`src/hw/rtl/sha256_pkg.sv`:
```
`timescale 1ns / 1ps

package sha256_pkg;

  localparam int unsigned BlockBits = 512;
  localparam int unsigned WordBits  = 32;
  localparam int unsigned HashWords = 8;
  localparam int unsigned Rounds    = 64;

  localparam logic ActAbsorb = 1'b0;
  localparam logic ActFinish = 1'b1;

  localparam logic [7:0] PadOneByte  = 8'h80;
  localparam logic [7:0] PadZeroByte = 8'h00;

  // byte position where the bit length field starts
  localparam logic [5:0] LenFill = 6'd56;

  localparam logic [WordBits-1:0] InitHash [HashWords] = '{
    32'h6a09e667, 32'hbb67ae85, 32'h3c6ef372, 32'ha54ff53a,
    32'h510e527f, 32'h9b05688c, 32'h1f83d9ab, 32'h5be0cd19
  };

  localparam logic [WordBits-1:0] RoundK [Rounds] = '{
    32'h428a2f98, 32'h71374491, 32'hb5c0fbcf, 32'he9b5dba5,
    32'h3956c25b, 32'h59f111f1, 32'h923f82a4, 32'hab1c5ed5,
    32'hd807aa98, 32'h12835b01, 32'h243185be, 32'h550c7dc3,
    32'h72be5d74, 32'h80deb1fe, 32'h9bdc06a7, 32'hc19bf174,
    32'he49b69c1, 32'hefbe4786, 32'h0fc19dc6, 32'h240ca1cc,
    32'h2de92c6f, 32'h4a7484aa, 32'h5cb0a9dc, 32'h76f988da,
    32'h983e5152, 32'ha831c66d, 32'hb00327c8, 32'hbf597fc7,
    32'hc6e00bf3, 32'hd5a79147, 32'h06ca6351, 32'h14292967,
    32'h27b70a85, 32'h2e1b2138, 32'h4d2c6dfc, 32'h53380d13,
    32'h650a7354, 32'h766a0abb, 32'h81c2c92e, 32'h92722c85,
    32'ha2bfe8a1, 32'ha81a664b, 32'hc24b8b70, 32'hc76c51a3,
    32'hd192e819, 32'hd6990624, 32'hf40e3585, 32'h106aa070,
    32'h19a4c116, 32'h1e376c08, 32'h2748774c, 32'h34b0bcb5,
    32'h391c0cb3, 32'h4ed8aa4a, 32'h5b9cca4f, 32'h682e6ff3,
    32'h748f82ee, 32'h78a5636f, 32'h84c87814, 32'h8cc70208,
    32'h90befffa, 32'ha4506ceb, 32'hbef9a3f7, 32'hc67178f2
  };

  typedef enum logic [1:0] {
    BS_DATA = 2'd0,
    BS_ONE  = 2'd1,
    BS_ZERO = 2'd2,
    BS_LEN  = 2'd3
  } byte_sel_e;

  // controller to datapath
  typedef struct packed {
    logic      shift_en;
    byte_sel_e byte_sel;
    logic      count_en;
    logic      finish_start;
    logic      start_block;
    logic      round_en;
    logic      fold_en;
    logic      emit_en;
    logic      reinit;
  } cmd_t;

  // datapath to controller
  typedef struct packed {
    logic fill_last;
    logic fill_at56;
    logic round_last;
    logic emit_last;
    logic out_free;
  } sts_t;

  function automatic logic [WordBits-1:0] rotr(input logic [WordBits-1:0] x,
                                               input int unsigned n);
    rotr = (x >> n) | (x << (WordBits - n));
  endfunction

  function automatic logic [WordBits-1:0] big_sig0(input logic [WordBits-1:0] x);
    big_sig0 = rotr(x, 2) ^ rotr(x, 13) ^ rotr(x, 22);
  endfunction

  function automatic logic [WordBits-1:0] big_sig1(input logic [WordBits-1:0] x);
    big_sig1 = rotr(x, 6) ^ rotr(x, 11) ^ rotr(x, 25);
  endfunction

  function automatic logic [WordBits-1:0] small_sig0(input logic [WordBits-1:0] x);
    small_sig0 = rotr(x, 7) ^ rotr(x, 18) ^ (x >> 3);
  endfunction

  function automatic logic [WordBits-1:0] small_sig1(input logic [WordBits-1:0] x);
    small_sig1 = rotr(x, 17) ^ rotr(x, 19) ^ (x >> 10);
  endfunction

endpackage

```
`src/hw/rtl/sha256_if.sv`:
```
`timescale 1ns / 1ps

interface sha256_in_if;
  logic       valid;
  logic       ready;
  logic       action;
  logic [7:0] data_byte;

  modport source (output valid, action, data_byte, input ready);
  modport sink (input valid, action, data_byte, output ready);
endinterface

interface sha256_out_if;
  logic        valid;
  logic        ready;
  logic [31:0] digest_word;
  logic [2:0]  word_index;
  logic        last_word;

  modport source (output valid, digest_word, word_index, last_word, input ready);
  modport sink (input valid, digest_word, word_index, last_word, output ready);
endinterface

```
`src/hw/rtl/sha256_dp.sv`:
```
`timescale 1ns / 1ps

module sha256_dp import sha256_pkg::*; (
  input  logic        clk_i,
  input  logic        rst_ni,
  input  cmd_t        cmd_i,
  input  logic [7:0]  data_byte_i,
  output sts_t        sts_o,
  output logic        out_valid_o,
  input  logic        out_ready_i,
  output logic [31:0] digest_word_o,
  output logic [2:0]  word_index_o,
  output logic        last_word_o
);

  // block window: bytes shift in at the low end, schedule words during rounds
  logic [BlockBits-1:0] blk_q, blk_d;
  logic [5:0]           fill_q;
  logic [63:0]          byte_cnt_q;
  logic [63:0]          len_q;
  logic [5:0]           rnd_q;
  logic [WordBits-1:0]  work_q [HashWords];
  logic [WordBits-1:0]  hash_q [HashWords];
  logic [2:0]           emit_idx_q;
  logic                 out_valid_q;
  logic [WordBits-1:0]  out_word_q;
  logic [2:0]           out_idx_q;
  logic                 out_last_q;

  logic [7:0]          pad_byte;
  logic [WordBits-1:0] w_cur, sched_new, t1, t2, ch, maj;

  always_comb begin
    unique case (cmd_i.byte_sel)
      BS_DATA: pad_byte = data_byte_i;
      BS_ONE:  pad_byte = PadOneByte;
      BS_ZERO: pad_byte = PadZeroByte;
      BS_LEN:  pad_byte = len_q[63:56];
      default: pad_byte = data_byte_i;
    endcase
  end

  assign w_cur     = blk_q[511:480];
  assign sched_new = w_cur + small_sig0(blk_q[479:448]) + blk_q[223:192]
                   + small_sig1(blk_q[63:32]);

  assign ch  = (work_q[4] & work_q[5]) ^ (~work_q[4] & work_q[6]);
  assign maj = (work_q[0] & work_q[1]) ^ (work_q[0] & work_q[2]) ^ (work_q[1] & work_q[2]);
  assign t1  = work_q[7] + big_sig1(work_q[4]) + ch + RoundK[rnd_q] + w_cur;
  assign t2  = big_sig0(work_q[0]) + maj;

  always_comb begin
    blk_d = blk_q;
    if (cmd_i.shift_en) begin
      blk_d = {blk_q[BlockBits-9:0], pad_byte};
    end else if (cmd_i.round_en) begin
      blk_d = {blk_q[BlockBits-WordBits-1:0], sched_new};
    end
  end

  always_ff @(posedge clk_i) begin
    blk_q <= blk_d;
    if (cmd_i.finish_start) begin
      len_q <= {byte_cnt_q[60:0], 3'b000};
    end else if (cmd_i.shift_en && cmd_i.byte_sel == BS_LEN) begin
      len_q <= {len_q[55:0], 8'h00};
    end
    if (cmd_i.start_block) begin
      for (int i = 0; i < HashWords; i++) work_q[i] <= hash_q[i];
    end else if (cmd_i.round_en) begin
      work_q[7] <= work_q[6];
      work_q[6] <= work_q[5];
      work_q[5] <= work_q[4];
      work_q[4] <= work_q[3] + t1;
      work_q[3] <= work_q[2];
      work_q[2] <= work_q[1];
      work_q[1] <= work_q[0];
      work_q[0] <= t1 + t2;
    end
    if (cmd_i.emit_en) begin
      out_word_q <= hash_q[0];
      out_idx_q  <= emit_idx_q;
      out_last_q <= &emit_idx_q;
    end
  end

  always_ff @(posedge clk_i or negedge rst_ni) begin
    if (!rst_ni) begin
      fill_q      <= '0;
      byte_cnt_q  <= '0;
      rnd_q       <= '0;
      emit_idx_q  <= '0;
      out_valid_q <= 1'b0;
      for (int i = 0; i < HashWords; i++) hash_q[i] <= InitHash[i];
    end else begin
      if (cmd_i.shift_en) begin
        fill_q <= fill_q + 6'd1;
      end
      if (cmd_i.finish_start) begin
        byte_cnt_q <= '0;
      end else if (cmd_i.count_en) begin
        byte_cnt_q <= byte_cnt_q + 64'd1;
      end
      if (cmd_i.start_block) begin
        rnd_q <= '0;
      end else if (cmd_i.round_en) begin
        rnd_q <= rnd_q + 6'd1;
      end
      if (cmd_i.reinit) begin
        for (int i = 0; i < HashWords; i++) hash_q[i] <= InitHash[i];
      end else if (cmd_i.emit_en) begin
        for (int i = 0; i < HashWords - 1; i++) hash_q[i] <= hash_q[i+1];
      end else if (cmd_i.fold_en) begin
        for (int i = 0; i < HashWords; i++) hash_q[i] <= hash_q[i] + work_q[i];
      end
      if (cmd_i.emit_en) begin
        emit_idx_q <= emit_idx_q + 3'd1;
      end
      if (cmd_i.emit_en) begin
        out_valid_q <= 1'b1;
      end else if (out_ready_i) begin
        out_valid_q <= 1'b0;
      end
    end
  end

  assign sts_o.fill_last  = &fill_q;
  assign sts_o.fill_at56  = (fill_q == LenFill);
  assign sts_o.round_last = &rnd_q;
  assign sts_o.emit_last  = &emit_idx_q;
  assign sts_o.out_free   = !out_valid_q || out_ready_i;

  assign out_valid_o   = out_valid_q;
  assign digest_word_o = out_word_q;
  assign word_index_o  = out_idx_q;
  assign last_word_o   = out_last_q;

endmodule

```
`src/hw/rtl/sha256_ctrl.sv`:
```
`timescale 1ns / 1ps

module sha256_ctrl import sha256_pkg::*; (
  input  logic clk_i,
  input  logic rst_ni,
  input  logic in_valid_i,
  input  logic in_action_i,
  output logic in_ready_o,
  input  sts_t sts_i,
  output cmd_t cmd_o
);

  typedef enum logic [6:0] {
    S_IDLE     = 7'b000_0001,
    S_PAD_ONE  = 7'b000_0010,
    S_PAD_ZERO = 7'b000_0100,
    S_PAD_LEN  = 7'b000_1000,
    S_ROUND    = 7'b001_0000,
    S_FOLD     = 7'b010_0000,
    S_EMIT     = 7'b100_0000
  } state_e;

  state_e state_q, state_d;
  logic   fin_q, fin_d;
  logic   len_sent_q, len_sent_d;

  assign in_ready_o = (state_q == S_IDLE);

  always_comb begin
    state_d    = state_q;
    fin_d      = fin_q;
    len_sent_d = len_sent_q;
    cmd_o      = '0;
    unique case (state_q)
      S_IDLE: begin
        if (in_valid_i) begin
          if (in_action_i == ActAbsorb) begin
            cmd_o.shift_en = 1'b1;
            cmd_o.count_en = 1'b1;
            if (sts_i.fill_last) begin
              cmd_o.start_block = 1'b1;
              state_d           = S_ROUND;
            end
          end else begin
            cmd_o.finish_start = 1'b1;
            fin_d              = 1'b1;
            state_d            = S_PAD_ONE;
          end
        end
      end
      S_PAD_ONE: begin
        cmd_o.shift_en = 1'b1;
        cmd_o.byte_sel = BS_ONE;
        if (sts_i.fill_last) begin
          cmd_o.start_block = 1'b1;
          state_d           = S_ROUND;
        end else begin
          state_d = S_PAD_ZERO;
        end
      end
      S_PAD_ZERO: begin
        // zeros run up to the length field at byte 56, or to the end of the block when it is already past byte 56
        if (sts_i.fill_last) begin
          cmd_o.shift_en    = 1'b1;
          cmd_o.byte_sel    = BS_ZERO;
          cmd_o.start_block = 1'b1;
          state_d           = S_ROUND;
        end else if (!sts_i.fill_at56) begin
          cmd_o.shift_en = 1'b1;
          cmd_o.byte_sel = BS_ZERO;
        end else begin
          state_d = S_PAD_LEN;
        end
      end
      S_PAD_LEN: begin
        cmd_o.shift_en = 1'b1;
        cmd_o.byte_sel = BS_LEN;
        if (sts_i.fill_last) begin
          cmd_o.start_block = 1'b1;
          len_sent_d        = 1'b1;
          state_d           = S_ROUND;
        end
      end
      S_ROUND: begin
        cmd_o.round_en = 1'b1;
        if (sts_i.round_last) begin
          state_d = S_FOLD;
        end
      end
      S_FOLD: begin
        cmd_o.fold_en = 1'b1;
        if (!fin_q) begin
          state_d = S_IDLE;
        end else if (len_sent_q) begin
          state_d = S_EMIT;
        end else begin
          state_d = S_PAD_ZERO;
        end
      end
      S_EMIT: begin
        if (sts_i.out_free) begin
          cmd_o.emit_en = 1'b1;
          if (sts_i.emit_last) begin
            cmd_o.reinit = 1'b1;
            fin_d        = 1'b0;
            len_sent_d   = 1'b0;
            state_d      = S_IDLE;
          end
        end
      end
      default: state_d = S_IDLE;
    endcase
  end

  always_ff @(posedge clk_i or negedge rst_ni) begin
    if (!rst_ni) begin
      state_q    <= S_IDLE;
      fin_q      <= 1'b0;
      len_sent_q <= 1'b0;
    end else begin
      state_q    <= state_d;
      fin_q      <= fin_d;
      len_sent_q <= len_sent_d;
    end
  end

`ifndef SYNTH
  a_block_on_full: assert property (@(posedge clk_i) disable iff (!rst_ni)
    cmd_o.start_block |-> (cmd_o.shift_en && sts_i.fill_last))
    else $error("block started before buffer full");

  a_rounds_then_fold: assert property (@(posedge clk_i) disable iff (!rst_ni)
    (state_q == S_ROUND && sts_i.round_last) |=> state_q == S_FOLD)
    else $error("fold did not follow last round");

  a_emit_has_room: assert property (@(posedge clk_i) disable iff (!rst_ni)
    cmd_o.emit_en |-> sts_i.out_free)
    else $error("digest word overwrote a pending result");

  a_emit_after_len: assert property (@(posedge clk_i) disable iff (!rst_ni)
    (state_q == S_EMIT) |-> (fin_q && len_sent_q))
    else $error("digest emitted before length block");
`endif

endmodule

```
`src/hw/rtl/sha256_byte_stream_hasher.sv`:
```
`timescale 1ns / 1ps

// SHA-256 over a byte stream. An absorb transfer (action 0) takes one byte per
// cycle into the 512-bit block window while input ready is high; the 64th byte
// of a block starts the single round unit, which runs the rounds and then folds
// the working words into the chaining words, and input ready is low meanwhile.
// A finish transfer (action 1) inserts the 0x80 byte, zero padding and the
// 8-byte bit length, runs the rounds and the fold for each of the one or two
// padded blocks, then sends the digest as eight 32-bit words, most significant
// first, one per cycle while the sink takes them; last_word marks the eighth.
// The hasher is then reset to the initial hash for the next message and accepts
// input while the final digest word still waits in the output register.
module sha256_byte_stream_hasher import sha256_pkg::*; (
  input  logic clk_i,
  input  logic rst_ni,
  sha256_in_if.sink    in_i,
  sha256_out_if.source out_o
);

  cmd_t cmd;
  sts_t sts;

  sha256_ctrl u_ctrl (
    .clk_i       (clk_i),
    .rst_ni      (rst_ni),
    .in_valid_i  (in_i.valid),
    .in_action_i (in_i.action),
    .in_ready_o  (in_i.ready),
    .sts_i       (sts),
    .cmd_o       (cmd)
  );

  sha256_dp u_dp (
    .clk_i         (clk_i),
    .rst_ni        (rst_ni),
    .cmd_i         (cmd),
    .data_byte_i   (in_i.data_byte),
    .sts_o         (sts),
    .out_valid_o   (out_o.valid),
    .out_ready_i   (out_o.ready),
    .digest_word_o (out_o.digest_word),
    .word_index_o  (out_o.word_index),
    .last_word_o   (out_o.last_word)
  );

endmodule

```
`src/flat_wrapper.sv`:
```
// flat-port wrapper written by rule: the top's interface ports become plain ports
module sha256_byte_stream_hasher_flat import sha256_pkg::*;
  (clk_i, rst_ni, in_i_valid, in_i_action, in_i_data_byte, in_i_ready, out_o_valid, out_o_digest_word, out_o_word_index, out_o_last_word, out_o_ready);
  sha256_in_if in_i_i ();
  sha256_out_if out_o_i ();
  input  logic clk_i;
  input  logic rst_ni;
  input wire logic [$bits(in_i_i.valid)-1:0] in_i_valid;
  input wire logic [$bits(in_i_i.action)-1:0] in_i_action;
  input wire logic [$bits(in_i_i.data_byte)-1:0] in_i_data_byte;
  output wire logic [$bits(in_i_i.ready)-1:0] in_i_ready;
  output wire logic [$bits(out_o_i.valid)-1:0] out_o_valid;
  output wire logic [$bits(out_o_i.digest_word)-1:0] out_o_digest_word;
  output wire logic [$bits(out_o_i.word_index)-1:0] out_o_word_index;
  output wire logic [$bits(out_o_i.last_word)-1:0] out_o_last_word;
  input wire logic [$bits(out_o_i.ready)-1:0] out_o_ready;
  assign in_i_i.valid = in_i_valid;
  assign in_i_i.action = in_i_action;
  assign in_i_i.data_byte = in_i_data_byte;
  assign in_i_ready = in_i_i.ready;
  assign out_o_valid = out_o_i.valid;
  assign out_o_digest_word = out_o_i.digest_word;
  assign out_o_word_index = out_o_i.word_index;
  assign out_o_last_word = out_o_i.last_word;
  assign out_o_i.ready = out_o_ready;
  sha256_byte_stream_hasher u_core (.clk_i(clk_i), .rst_ni(rst_ni), .in_i(in_i_i), .out_o(out_o_i));
endmodule
```
`config.mk`:
```
export PLATFORM = sky130hd
export DESIGN_NAME = sha256_byte_stream_hasher_flat
export DESIGN_NICKNAME = d
export VERILOG_FILES = /design/src/hw/rtl/sha256_pkg.sv /design/src/hw/rtl/sha256_if.sv /design/src/hw/rtl/sha256_dp.sv /design/src/hw/rtl/sha256_ctrl.sv /design/src/hw/rtl/sha256_byte_stream_hasher.sv /design/src/flat_wrapper.sv
export SDC_FILE = /design/constraint.sdc
export NUM_CORES = 2
export LEC_CHECK = 0
export ABC_AREA = 1
export BUFFER_PORTS_ARGS = -buffer_cell sky130_fd_sc_hd__buf_2
export CORE_MARGIN = 1.5
export CORE_UTILIZATION = 64
export CTS_BUF_LIST = sky130_fd_sc_hd__clkbuf_16
export DETAILED_ROUTE_END_ITERATION = 8
export PLACE_DENSITY_LB_ADDON = 0.05
export SYNTH_ARGS = -nofsm -noshare
export SYNTH_HDL_FRONTEND = slang
export SYNTH_SLANG_ARGS = --single-unit
```
`constraint.sdc`:
```
create_clock -name clk_i -period 18.1 [get_ports clk_i]
set_clock_uncertainty 0.05 [all_clocks]
set_input_delay 0.905 -clock clk_i [delete_from_list [all_inputs] [get_ports clk_i]]
set_output_delay 0.905 -clock clk_i [all_outputs]
set_load 0.01 [all_outputs]
```
==> flow_metrics.env <==
export IMPL_cts_root_buf="clkbuf_16"
export IMPL_crit_path_start_kind="flip-flop"
export IMPL_synth_flop_cell="edfxtp_1"
export IMPL_post_cts_buffers=0
export IMPL_die_x_um=367.6
export IMPL_drc=16
export IMPL_required_ps=18590
export IMPL_async_reset_ff_share_pct=28.33
export IMPL_grtUsageTotal_pct=49.61
export IMPL_postCtsHoldBufs=0
export IMPL_cp_arrival_ps=9340
export IMPL_critical_path_class="flip-flop to flip-flop"
export IMPL_core_area_um2=131600
export IMPL_dieArea_um2=135100
export IMPL_synthAdderAreaFrac_pct=10.46
export IMPL_rsz0062_at_grt="no"
export IMPL_max_slew_margin_pct=2.588
export IMPL_final_common_cell="nand2_1"
export IMPL_r2r_start="u_core.u_dp.rnd_q[0]"
export IMPL_area_growth_pct=6.587
export IMPL_dr_pass1_iters=9
export IMPL_antenna_found_initial=20
export IMPL_cp_max_fo=16
export IMPL_avgSynthCellArea_um2=7.991
export IMPL_ys_seq_area_share_pct=40.79
export IMPL_slowest_stage="dfrtp_1"
export IMPL_gr_total_overflow=0
export IMPL_rrSetupSlack_ps=9250
export IMPL_hold_viol=0
export IMPL_fill_cells=10090
export IMPL_syn_area_um2=85080
export IMPL_gp_routability_congestion=1.152
export IMPL_yosys_warnings=0
export IMPL_synth_xor_area_share_pct=4.344
export IMPL_die_y_um=367.6
export IMPL_fmax_mhz=113.0
export IMPL_seqCellArea_um2=34710
export IMPL_status="complete, but fails checks"
export IMPL_dpl_worst_slack_ps=9492
export IMPL_drive_gt1_share_pct=5.169
export IMPL_final_cell_mix="nand2_1, inv_1, o21ai_0, edfxtp_1, nor2_1"
export IMPL_ant_nets=0
export IMPL_grt_max_degree=213
export IMPL_synth_cell_types=73
export IMPL_start_util_pct=64.64
export IMPL_wire_per_inst_um=27.64
export IMPL_critPathMaxStageDelay_ps=720
export IMPL_fin_ws_ps=9248
export IMPL_via_per_inst=6.636
export IMPL_wl_um=341100
export IMPL_drt_first_iter_violations=14280
export IMPL_dpl_hpwl_um=249500
export IMPL_cp_startpoint="u_core.u_dp.rnd_q[0]"
export IMPL_synth_top_family_by_area="simple AND/OR/NAND/NOR gates"
export IMPL_postSynthCellCount=10650
export IMPL_multi_input_area_um2=42940
export IMPL_nNetsFinal=11080
export IMPL_num_rows=133
export IMPL_first_global_vias=77400
export IMPL_synth_simple_area_share_pct=19.67
export IMPL_finalSetupTns_ps=0
export IMPL_cts_resized=0
export IMPL_crit_path_end_kind="flip-flop"
export IMPL_io_buffers=50
export IMPL_clock_latency_ps=840
export IMPL_num_vias=81900
export IMPL_report_final_slew_viol_count=0
export IMPL_setup_viol=0
export IMPL_yosys_mux_area_fraction_pct=0.3059
export IMPL_violations="design-rule violations"
export IMPL_synth_edf_count=865
export IMPL_worst_pin_slew_ps=1446
export IMPL_numCtsBuffers=132
export IMPL_cts_tree="yes"
export IMPL_clockBufferDepth=3
export IMPL_maxCapViolations=0
export IMPL_io_pin_count=51
export IMPL_grt_pass1_wl_um=496900
export IMPL_synth_compound_area_share_pct=15.62
export IMPL_synth_seq_cells=1207
export IMPL_h_tree_depth=4
export IMPL_path_clk_slew_ps=60
export IMPL_hold_path_class="input pin to async pin"
export IMPL_min_period_over_period_pct=48.91
export IMPL_period_minus_slack_ps=8852
export IMPL_syn_num_nets=11250
export IMPL_clock_sinks=1207
synth_stat cells, types with 17 or more instances:
cell type / instances / area [um^2]
dfrtp_1: 205 / 5130
o21bai_1: 60 / 450.4
nor4_1: 17 / 106.4
nand4_1: 131 / 819.5
xor2_1: 241 / 2111
nor2_1: 726 / 2725
o21ai_1: 307 / 1536
clkbuf_1: 253 / 949.7
buf_2: 110 / 550.5
fa_1: 195 / 3904
buf_4: 31 / 232.7
ha_1: 398 / 4980
o21ai_0: 1037 / 5190
nand3_1: 443 / 2217
a21boi_0: 41 / 307.8
a21o_1: 36 / 270.3
mux2i_1: 26 / 260.3
o211ai_1: 38 / 285.3
o221ai_1: 29 / 254.0
nand2_1: 2519 / 9455
dfstp_2: 137 / 3600
inv_1: 1480 / 5555
a21oi_1: 614 / 3073
a32oi_1: 19 / 166.4
o21a_1: 42 / 315.3
o22ai_1: 36 / 225.2
nor3_1: 112 / 560.5
or2_2: 39 / 244.0
nand3b_1: 27 / 202.7
xnor2_1: 181 / 1585
buf_1: 23 / 86.33
edfxtp_1: 865 / 25970
a31oi_1: 108 / 675.7
area by class of cell:
type | count | area share (%)
multi-input cells | 7527 | 47.35
flip-flops and latches | 1207 | 38.27
inverters | 1491 | 6.217
clock buffers | 132 | 3.642
well taps | 1755 | 2.421
clock inverters | 112 | 1.221
repair buffers | 113 | 0.8637
diodes | 5 | 0.01380
metal layers:
metal	GRT usage (%)	routed length, um	vias up
li1	-	-	35090
met1	62.06	115700	37940
met2	72.37	141800	7116
met3	16.17	51610	1730
met4	35.24	31710	28
met5	0.4986	267	-
flip-flops by register name, indices dropped and copies added, names as in the netlist:
name / flops
u_core.u_dp.hash_q: 256
u_core.u_dp.word_index_o: 3
u_core.u_ctrl.len_sent_q: 1
u_core.u_ctrl.fin_q: 1
u_core.u_dp.byte_cnt_q: 61
u_core.u_dp.rnd_q: 6
u_core.u_dp.blk_q: 512
u_core.u_dp.work_q: 256
u_core.u_dp.last_word_o: 1
u_core.u_dp.out_valid_o: 1
u_core.u_dp.digest_word_o: 32
u_core.u_dp.len_q: 61
u_core.u_dp.emit_idx_q: 3
u_core.u_dp.fill_q: 6
u_core.u_ctrl.state_q: 7
through the flow:
stage	cells	area, um^2	hold slack (ps)	util (%)
after floorplan	10650	85080	395.8	-
after global placement	12090	86270	412.5	65.54
after detailed placement	12090	86270	421.6	65.54
after CTS	12340	90680	124.1	68.89
after global routing	12340	90680	129.4	68.89
final	12340	90690	43.62	68.90
cell families (layout without fill, tap and decap cells):
kind of cell	Yosys count	after routing
multiplexers	26	26
other	0	5
flip-flops	1207	1207
adder cells (fa/ha/maj)	595	595
AO/OA/AOI/OAI	2429	2429
XOR/XNOR	422	422
buffers and inverters	1914	1848
AND/OR/NAND/NOR	4055	4055
worst paths after layout:
check / to / cells past startpoint
setup / recovery: u_core.u_dp.work_q[0][31] / 32
hold reg to reg: u_core.u_dp.fill_q[5] / 1
setup reg to reg: u_core.u_dp.work_q[0][31] / 32
max in group asynchronous: u_core.u_dp.byte_cnt_q[32] / 3
min in group clk_i: u_core.u_dp.blk_q[4] / 3
hold / removal: u_core.u_dp.rnd_q[5] / 1
critical path, delay by kind of cell, from the launching register on:
family	cells	cell delay [ps]
AND/OR/NAND/NOR	15	2980
adder cells (fa/ha/maj)	6	2690
AO/OA/AOI/OAI	5	1260
buffers and inverters	6	860
flip-flops	1	720
Power is not shown: default switching activity piles up to over one toggle a cycle in this logic, so the estimate is an artifact.
